--- config.mk ---
export PLATFORM = sky130hd
export DESIGN_NAME = utf8_byte_stream_decoder
export DESIGN_NICKNAME = d
export VERILOG_FILES = /design/src/hdl/u8d_pkg.sv /design/src/hdl/utf8_byte_stream_decoder.sv
export SDC_FILE = /design/constraint.sdc
export NUM_CORES = 1
export LEC_CHECK = 0
export ABC_AREA = 0
export BUFFER_PORTS_ARGS = -buffer_cell sky130_fd_sc_hd__buf_2
export CAP_MARGIN = 0
export CELL_PAD_IN_SITES_DETAIL_PLACEMENT = 1
export CELL_PAD_IN_SITES_GLOBAL_PLACEMENT = 2
export CORE_MARGIN = 2
export CORE_UTILIZATION = 40
export CTS_CLUSTER_DIAMETER = 50
export CTS_CLUSTER_SIZE = 40
export DETAILED_ROUTE_END_ITERATION = 7
export PLACE_DENSITY_LB_ADDON = 0.1
export SLEW_MARGIN = 10
export SYNTH_ARGS = -nofsm -noshare
export SYNTH_HDL_FRONTEND = slang
export SYNTH_SLANG_ARGS = --single-unit
--- constraint.sdc ---
create_clock -name clock -period 8.7 [get_ports clock]
set_input_delay 0.435 -clock clock [delete_from_list [all_inputs] [get_ports clock]]
set_output_delay 0.435 -clock clock [all_outputs]
set_load 0.1 [all_outputs]
--- src/hdl/u8d_pkg.sv ---
package u8d_pkg;

   // byte class boundaries
   localparam logic [7:0] ASCII_LIMIT    = 8'h80;
   localparam logic [7:0] LEAD2_START    = 8'hC0;
   localparam logic [7:0] LEAD3_START    = 8'hE0;
   localparam logic [7:0] LEAD4_START    = 8'hF0;

   // payload masks for lead and continuation bytes
   localparam logic [7:0] LEAD2_MASK     = 8'h1F;
   localparam logic [7:0] LEAD3_MASK     = 8'h0F;
   localparam logic [7:0] LEAD4_MASK     = 8'h07;
   localparam logic [7:0] CONT_MASK      = 8'h3F;

   localparam int         CP_WIDTH       = 21;
   localparam logic [CP_WIDTH-1:0] QMARK_CP    = 21'h00003F;
   localparam logic [CP_WIDTH-1:0] LATIN1_TOP  = 21'h000100;

   // continuation bytes still expected after a lead
   localparam logic [1:0] PEND_LEAD2     = 2'd1;
   localparam logic [1:0] PEND_LEAD3     = 2'd2;
   localparam logic [1:0] PEND_LEAD4     = 2'd3;
   localparam logic [1:0] PEND_NONE      = 2'd0;

   // one result beat
   typedef struct packed {
      logic [CP_WIDTH-1:0] codepoint;
      logic                above_latin1;
      logic                malformed;
      logic                last_of_run;
   } res_type;

endpackage

--- src/hdl/utf8_byte_stream_decoder.sv ---
// UTF-8 byte stream decoder: takes one byte per cycle when not stalled and returns one
// codepoint beat per completed sequence (or a '?' beat for a stray continuation byte or
// a sequence cut off by run_end), registered in the result register or the skid entry.
// Throughput is one byte every cycle while req_stall is low; the decode is a single pass
// of logic from the accepted byte and sequence state into these two output entries, which
// keep the input moving while a result waits; req_stall rises only when both are full.
module utf8_byte_stream_decoder
   import u8d_pkg::*;
(
   input  logic                clock,
   input  logic                reset,
   input  logic                req_valid,
   output logic                req_stall,
   input  logic [7:0]          req_data_byte,
   input  logic                req_run_end,
   output logic                rsp_valid,
   input  logic                rsp_stall,
   output logic [CP_WIDTH-1:0] rsp_codepoint,
   output logic                rsp_above_latin1,
   output logic                rsp_malformed,
   output logic                rsp_last_of_run
);

   // sequence state
   logic [1:0]          bytes_pending_ff, bytes_pending_in;
   logic [CP_WIDTH-1:0] accumulator_ff, accumulator_in;

   // output stage
   res_type out_ff, out_in;
   res_type skid_ff, skid_in;
   logic    out_valid_ff, out_valid_in;
   logic    skid_valid_ff, skid_valid_in;

   logic    accept;
   logic    pop;
   logic    has_res;
   res_type res;
   logic [1:0]          pend_dec;
   logic [CP_WIDTH-1:0] acc_shift;
   logic [CP_WIDTH-1:0] res_cp;

   assign req_stall = skid_valid_ff;
   assign accept    = req_valid && !req_stall;
   assign rsp_valid = out_valid_ff;
   assign pop       = out_valid_ff && !rsp_stall;

   assign rsp_codepoint    = out_ff.codepoint;
   assign rsp_above_latin1 = out_ff.above_latin1;
   assign rsp_malformed    = out_ff.malformed;
   assign rsp_last_of_run  = out_ff.last_of_run;

   assign pend_dec  = bytes_pending_ff - 2'd1;
   assign acc_shift = {accumulator_ff[CP_WIDTH-7:0], req_data_byte[5:0] & CONT_MASK[5:0]};

   // decode of the accepted byte
   always_comb begin
      bytes_pending_in = bytes_pending_ff;
      accumulator_in   = accumulator_ff;
      has_res          = 1'b0;
      res_cp           = QMARK_CP;
      res.malformed    = 1'b0;
      if (bytes_pending_ff != PEND_NONE) begin
         accumulator_in   = acc_shift;
         bytes_pending_in = pend_dec;
         if (pend_dec == PEND_NONE) begin
            has_res        = 1'b1;
            res_cp         = acc_shift;
            accumulator_in = '0;
         end else if (req_run_end) begin
            has_res          = 1'b1;
            res.malformed    = 1'b1;
            bytes_pending_in = PEND_NONE;
            accumulator_in   = '0;
         end
      end else if (req_data_byte < ASCII_LIMIT) begin
         has_res = 1'b1;
         res_cp  = {{(CP_WIDTH-8){1'b0}}, req_data_byte};
      end else if (req_data_byte < LEAD2_START) begin
         // stray continuation
         has_res       = 1'b1;
         res.malformed = 1'b1;
      end else begin
         if (req_data_byte < LEAD3_START) begin
            accumulator_in   = {{(CP_WIDTH-8){1'b0}}, req_data_byte & LEAD2_MASK};
            bytes_pending_in = PEND_LEAD2;
         end else if (req_data_byte < LEAD4_START) begin
            accumulator_in   = {{(CP_WIDTH-8){1'b0}}, req_data_byte & LEAD3_MASK};
            bytes_pending_in = PEND_LEAD3;
         end else begin
            accumulator_in   = {{(CP_WIDTH-8){1'b0}}, req_data_byte & LEAD4_MASK};
            bytes_pending_in = PEND_LEAD4;
         end
         // lead on the run's last byte is a cut sequence
         if (req_run_end) begin
            has_res          = 1'b1;
            res.malformed    = 1'b1;
            bytes_pending_in = PEND_NONE;
            accumulator_in   = '0;
         end
      end
      res.codepoint    = res_cp;
      res.above_latin1 = (res_cp >= LATIN1_TOP);
      res.last_of_run  = req_run_end;
   end

   // output stage next state
   always_comb begin
      out_in        = out_ff;
      skid_in       = skid_ff;
      out_valid_in  = out_valid_ff;
      skid_valid_in = skid_valid_ff;
      if (skid_valid_ff) begin
         if (pop) begin
            out_in        = skid_ff;
            skid_valid_in = 1'b0;
         end
      end else if (accept && has_res) begin
         if (out_valid_ff && !pop) begin
            skid_in       = res;
            skid_valid_in = 1'b1;
         end else begin
            out_in       = res;
            out_valid_in = 1'b1;
         end
      end else if (pop) begin
         out_valid_in = 1'b0;
      end
   end

   // control registers
   always_ff @(posedge clock) begin
      if (reset) begin
         bytes_pending_ff <= PEND_NONE;
         accumulator_ff   <= '0;
         out_valid_ff     <= 1'b0;
         skid_valid_ff    <= 1'b0;
      end else begin
         if (accept) begin
            bytes_pending_ff <= bytes_pending_in;
            accumulator_ff   <= accumulator_in;
         end
         out_valid_ff  <= out_valid_in;
         skid_valid_ff <= skid_valid_in;
      end
   end

   // result payload
   always_ff @(posedge clock) begin
      out_ff  <= out_in;
      skid_ff <= skid_in;
   end

`ifndef SYNTHESIS
   // skid entry only fills behind a held result
   a_skid_behind_out: assert property (@(posedge clock) disable iff (reset)
      skid_valid_ff |-> out_valid_ff)
      else $error("skid entry valid with empty result register");

   // substituted results always carry '?'
   a_malformed_qmark: assert property (@(posedge clock) disable iff (reset)
      (rsp_valid && rsp_malformed) |-> (rsp_codepoint == QMARK_CP && !rsp_above_latin1))
      else $error("malformed beat without question mark");

   // a run end always closes the open sequence
   a_run_end_clears: assert property (@(posedge clock) disable iff (reset)
      (accept && req_run_end) |=> (bytes_pending_ff == PEND_NONE && accumulator_ff == '0))
      else $error("sequence state survived run end");

   // a stalled result does not change
   a_out_hold: assert property (@(posedge clock) disable iff (reset)
      (out_valid_ff && rsp_stall) |=> (out_valid_ff && $stable(out_ff)))
      else $error("stalled result changed");
`endif

endmodule
==> results.toml, run 1 <==
[finish]
multi_input_area_um2 = 890
layout_commonest_cell = "edfxtp_1"
antenna_cells = 0
fin_area_um2 = 3260
area_delta_synth_final_pct = 18.0
nets = 268
ff_latch_area_um2 = 1820
drive_above_1_share = 0.346
final_cell_mix = "edfxtp_1, buf_2, mux2_2"
fill_cells = 701

[yosys]
synthCells = 210
synth.distinct_cells = 37
yosysWarnings = 0
async_flop_share = 0
synth-edff-count = 48
ys.flop_type = "edfxtp_1"
synth_seq_cells = 67
syn_avg_cell_area_um2 = 13.1
ys_seq_area_frac = 0.660
syn_nets = 226
synth.cell_area_um2 = 2760

[sta]
worstMarginPinSlew_ns = 1.05
hold_viol_final = 0
fmax_mhz = 416
hold_ws_ns = 0.333
setup_viol = 0
setup_ws_ns = 6.29
finalCriticalPeriod_ns = 2.41
fin_tns_setup_ns = 0
post-route-period-util = 0.277
rsz0062_at_grt = "no"
max_slew_margin = 0.299
fin_skew_ns = 0.00438
drv_slew = 0

[clocking]
cts_tree = "yes"
clkLatencyLatePin_ns = 0.34
h-tree-depth = 3
post_cts_buffers = 0
cts.path.max_buffers = 2
cts-hold-fix-buffers = 0
cts_root_buf = "clkbuf_8"
cts_resized = 0
clock_sinks = 67
path_clk_slew_ns = 0.07
cts_buffers = 9

[place]
dpl.hpwl_mm = 3.88
dpl_worst_slack_ns = 6.28
place_area_um2 = 3040
place.gp.congestion = 0.699
io_buffer_count = 38

[worst_setup_path]
crit_type = "reg -> reg"
cpMaxStageDelayCell = "nor3b_2"
crit_family = "simple AND/OR/NAND/NOR gates"
path_cells = "inv_1, ha_1, and3_1, o21bai_1, nor3b_2, buf_4"
critical_path.max_stage_delay_ns = 0.44
critPathMaxFanout = 20
crit_buf_inv = 2
critPathArrivalTime_ns = 2.43
worst_setup_path_start_kind = "register"
worstSetupEndpointType = "register"
required_ns = 8.72

[power]
swShare = 0.315
p_per_area_nw_per_um2 = 247
p_int_uw = 552
p_comb_frac = 0.194
seqPwrFrac = 0.457
ir_worst_vdd_uv = 78.7
leakage_uw = 0.00119
switchingPower_uw = 254
clkPwrFrac = 0.350

[route]
via_per_inst = 5.17
avgRoutedWirePerCell_um = 16.6
drtIter0Drc = 67
via_count = 1741
dr.pass1.iters = 4
drt_wl_total_mm = 5.61
drc = 0
drtAntennaViolNets = 0

[global_route]
grt_max_degree = 30
grt_pass1_wl_mm = 8.88
antenna_found_initial = 0
overflow = 0
grtUsageTotal = 0.161
grt_pass1_vias = 1698

[floorplan]
num_rows = 30
coreArea_um2 = 6720
die-area_um2 = 7580
fp.dieW_um = 87.1
die_h_um = 87.1
ios = 39
start_util = 0.411

[min_path]
hp-class = "in -> reg"

[outcome]
status = "finished, final reports clean"

[flow_run]
cap_violations = 0
## power groups by stage
stage | Clock (µW) | Combinational [µW] | Sequential [µW]
2_1_floorplan | 0 | 41.2 | 464
3_3_place_gp | 0 | 157 | 375
3_5_place_dp | 0 | 157 | 375
4_1_cts | 287 | 158 | 368
5_1_grt | 303 | 164 | 369
6_report | 282 | 156 | 368
## logic make-up after synthesis
logic type | share of synthesized area
adders and majority gates | 0.0136
and+or+nand+nor | 0.130
DFF | 0.660
buffers and inverters | 0.0209
muxes | 0.0979
AOI/OAI and AO/OA | 0.0775
## Yosys cell counts (2+ instances only)
cell type	n	share of area
edfxtp_1	48	0.52
mux2_2	24	0.098
nand2_1	20	0.027
dfxtp_1	19	0.14
a21oi_1	17	0.031
and2_1	13	0.029
nand3_1	10	0.018
clkbuf_1	5	0.0068
or2_2	5	0.011
buf_2	4	0.0073
inv_1	4	0.0054
a22o_1	3	0.0095
ha_1	3	0.014
nand2b_1	3	0.0068
nor2_1	3	0.0041
nor2b_1	3	0.0068
nor3_1	3	0.0054
o21ai_0	3	0.0054
nand4_1	2	0.0045
## registers in the layout (all words and copies together) (netlist names)
| signal | flops |
|---|---|
| bytes_pending_ff | 2 |
| rsp_codepoint | 21 |
| rsp_malformed | 1 |
| skid_ff | 24 |
| accumulator_ff | 15 |
| req_stall | 1 |
| rsp_last_of_run | 1 |
| rsp_above_latin1 | 1 |
| rsp_valid | 1 |
## layout make-up
type,count,share of cell area
inverter,4,0.00461
multi-input combinational,129,0.273
clock buffer,9,0.0380
timing repair buffer,41,0.0653
sequential,67,0.560
tap,80,0.0307
clock inverter,7,0.0284
## per-stage QoR
stage               power [µW]  std cells   util
global placement           531        321  0.452
floorplan                  505        210      -
detailed placement         533        321  0.452
global route               836        337  0.485
finish                     806        337  0.485
CTS                        813        337  0.485
## worst paths after layout
path                                         start                               to  depth (start not counted)  slack, ns
setup reg to reg  bytes_pending_ff[0]$_SDFFE_PP0P_            skid_ff[12]$_DFFE_PP_                          6       6.29
hold / removal                    req_data_byte[2]   accumulator_ff[2]$_SDFFE_PP0P_                          2       0.33
setup / recovery  bytes_pending_ff[0]$_SDFFE_PP0P_            skid_ff[12]$_DFFE_PP_                          6       6.29
hold reg to reg    accumulator_ff[12]$_SDFFE_PP0P_  accumulator_ff[12]$_SDFFE_PP0P_                          2       0.47
## layer usage
layer / wire length (µm) / GRT usage / vias to the layer above
li1: - / - / 857
met1: 2720 / 0.228 / 847
met2: 2610 / 0.229 / 31
met3: 229 / 0.0455 / 6
met4: 51 / 0.0682 / 0
met5: 0 / 0 / -
Note: power is estimated with default switching activity, not from simulation.
==> inputs of run 2 (changes only) <==
- CORE_UTILIZATION: 40 -> 38
- clock period: 8.7 -> 2.3 ns (I/O delays scaled with it)
==> results.toml, run 2 (synthesis results as in run 1) <==
[outcome]
status = "finished, final reports clean"

[floorplan]
ios = 39
num_rows = 31
die_h_um = 89.2
fp.dieW_um = 89.2
start_util = 0.387
coreArea_um2 = 7140
die-area_um2 = 7960

[clocking]
cts.path.max_buffers = 2
clkLatencyLatePin_ns = 0.33
cts_root_buf = "clkbuf_8"
clock_sinks = 67
post_cts_buffers = 0
cts-hold-fix-buffers = 0
h-tree-depth = 3
path_clk_slew_ns = 0.07
cts_buffers = 9
cts_tree = "yes"

[flow_run]
cap_violations = 0

[global_route]
overflow = 0
grt_pass1_wl_mm = 9.36
grt_max_degree = 30
grt_pass1_vias = 1817
antenna_found_initial = 0
grtUsageTotal = 0.158

[sta]
post-route-period-util = 0.900
fmax_mhz = 483
fin_skew_ns = 0.00921
finalCriticalPeriod_ns = 2.07
hold_ws_ns = 0.0161
hold_viol_final = 0
drv_slew = 0
rsz0062_at_grt = "no"
worstMarginPinSlew_ns = 0.499
fin_tns_setup_ns = 0
setup_viol = 0
max_slew_margin = 0.665

[route]
via_per_inst = 4.99
avgRoutedWirePerCell_um = 15.8
drt_wl_total_mm = 5.68
dr.pass1.iters = 4
drc = 0
drtIter0Drc = 45
via_count = 1790
drtAntennaViolNets = 0

[finish]
largest_register_ffs = 24
final_cell_mix = "edfxtp_1, buf_2, mux2_2"
drive_above_1_share = 0.358
regMostFlops = "skid_ff"
area_delta_synth_final_pct = 18.9
nets = 271
layout_commonest_cell = "edfxtp_1"
antenna_cells = 0

[worst_setup_path]
r2r_slack_ns = 0.23
reg2reg_depth = 7
critPathArrivalTime_ns = 2.10
worst_setup_path_start_kind = "register"
critPathMaxFanout = 24
required_ns = 2.33
worstSetupEndpointType = "register"
crit_type = "reg -> reg"

[power]
ir_worst_vdd_uv = 277
p_per_area_nw_per_um2 = 860
leakage_uw = 0.00119
power.total_uw = 2820

[place]
io_buffer_count = 38
dpl.hpwl_mm = 3.81
place.gp.congestion = 0.744

[min_path]
hp-class = "in -> reg"
whs_path_depth = 2
## run 2: what timing repair did
| item | in CTS | in global routing |
|---|---|---|
| resized for setup | 0 | 2 |
| endpoints found under the setup margin | 0 | 56 |
| endpoints found under the hold margin | 0 | 0 |
## run 2: per-stage QoR
| step | util | instances | worst slack [ns] | instance area, µm² |
|---|---|---|---|---|
| after detailed placement | 0.437 | 343 | 0.147 | 3120 |
| after CTS | 0.459 | 359 | 0.139 | 3280 |
| after global placement | 0.437 | 343 | 0.170 | 3120 |
| after global routing | 0.460 | 359 | 0.00548 | 3280 |
| final | 0.460 | 359 | 0.230 | 3280 |
| after floorplan | - | 210 | 0.0996 | 2790 |
## run 2: final timing paths
path | startpoint | endpoint
max reg2reg | bytes_pending_ff[0]$_SDFFE_PP0P_ | rsp_codepoint[6]$_DFFE_PP_
min | req_data_byte[0] | accumulator_ff[0]$_SDFFE_PP0P_
min reg2reg | accumulator_ff[9]$_SDFFE_PP0P_ | accumulator_ff[9]$_SDFFE_PP0P_
max | bytes_pending_ff[0]$_SDFFE_PP0P_ | rsp_codepoint[6]$_DFFE_PP_
## run 2: area by class of cell
cell class	instances	area (µm²)
clock inverter	6	32.5
tap	99	124
inverter	4	15.0
timing repair buffer	44	248
clock buffer	10	128
multi-input combinational	129	910
fill	808	3850
sequential	67	1830
## run 2: routing by layer
layer	wire, µm	vias to the layer above	global-route usage
met3	175	8	0.0332
li1	-	863	-
met5	0	-	0
met2	2640	33	0.239
met1	2770	886	0.219
met4	90	0	0.0706
## run 2: power by group
group | total, µW | internal, µW | leakage, µW | switching [µW]
registers | 1400 | 1370 | 0.000591 | 31.5
clock network | 818 | 380 | 0.0000788 | 437
logic | 601 | 125 | 0.000522 | 476
## run 2: worst max-delay path, cell delays in order, from the launching register on
cell and delay, ns:
dfxtp_1 0.40, inv_1 0.07, ha_1 0.35, and3_1 0.23, o21bai_2 0.19, nand2b_1 0.14, a21boi_4 0.17, buf_12 0.21
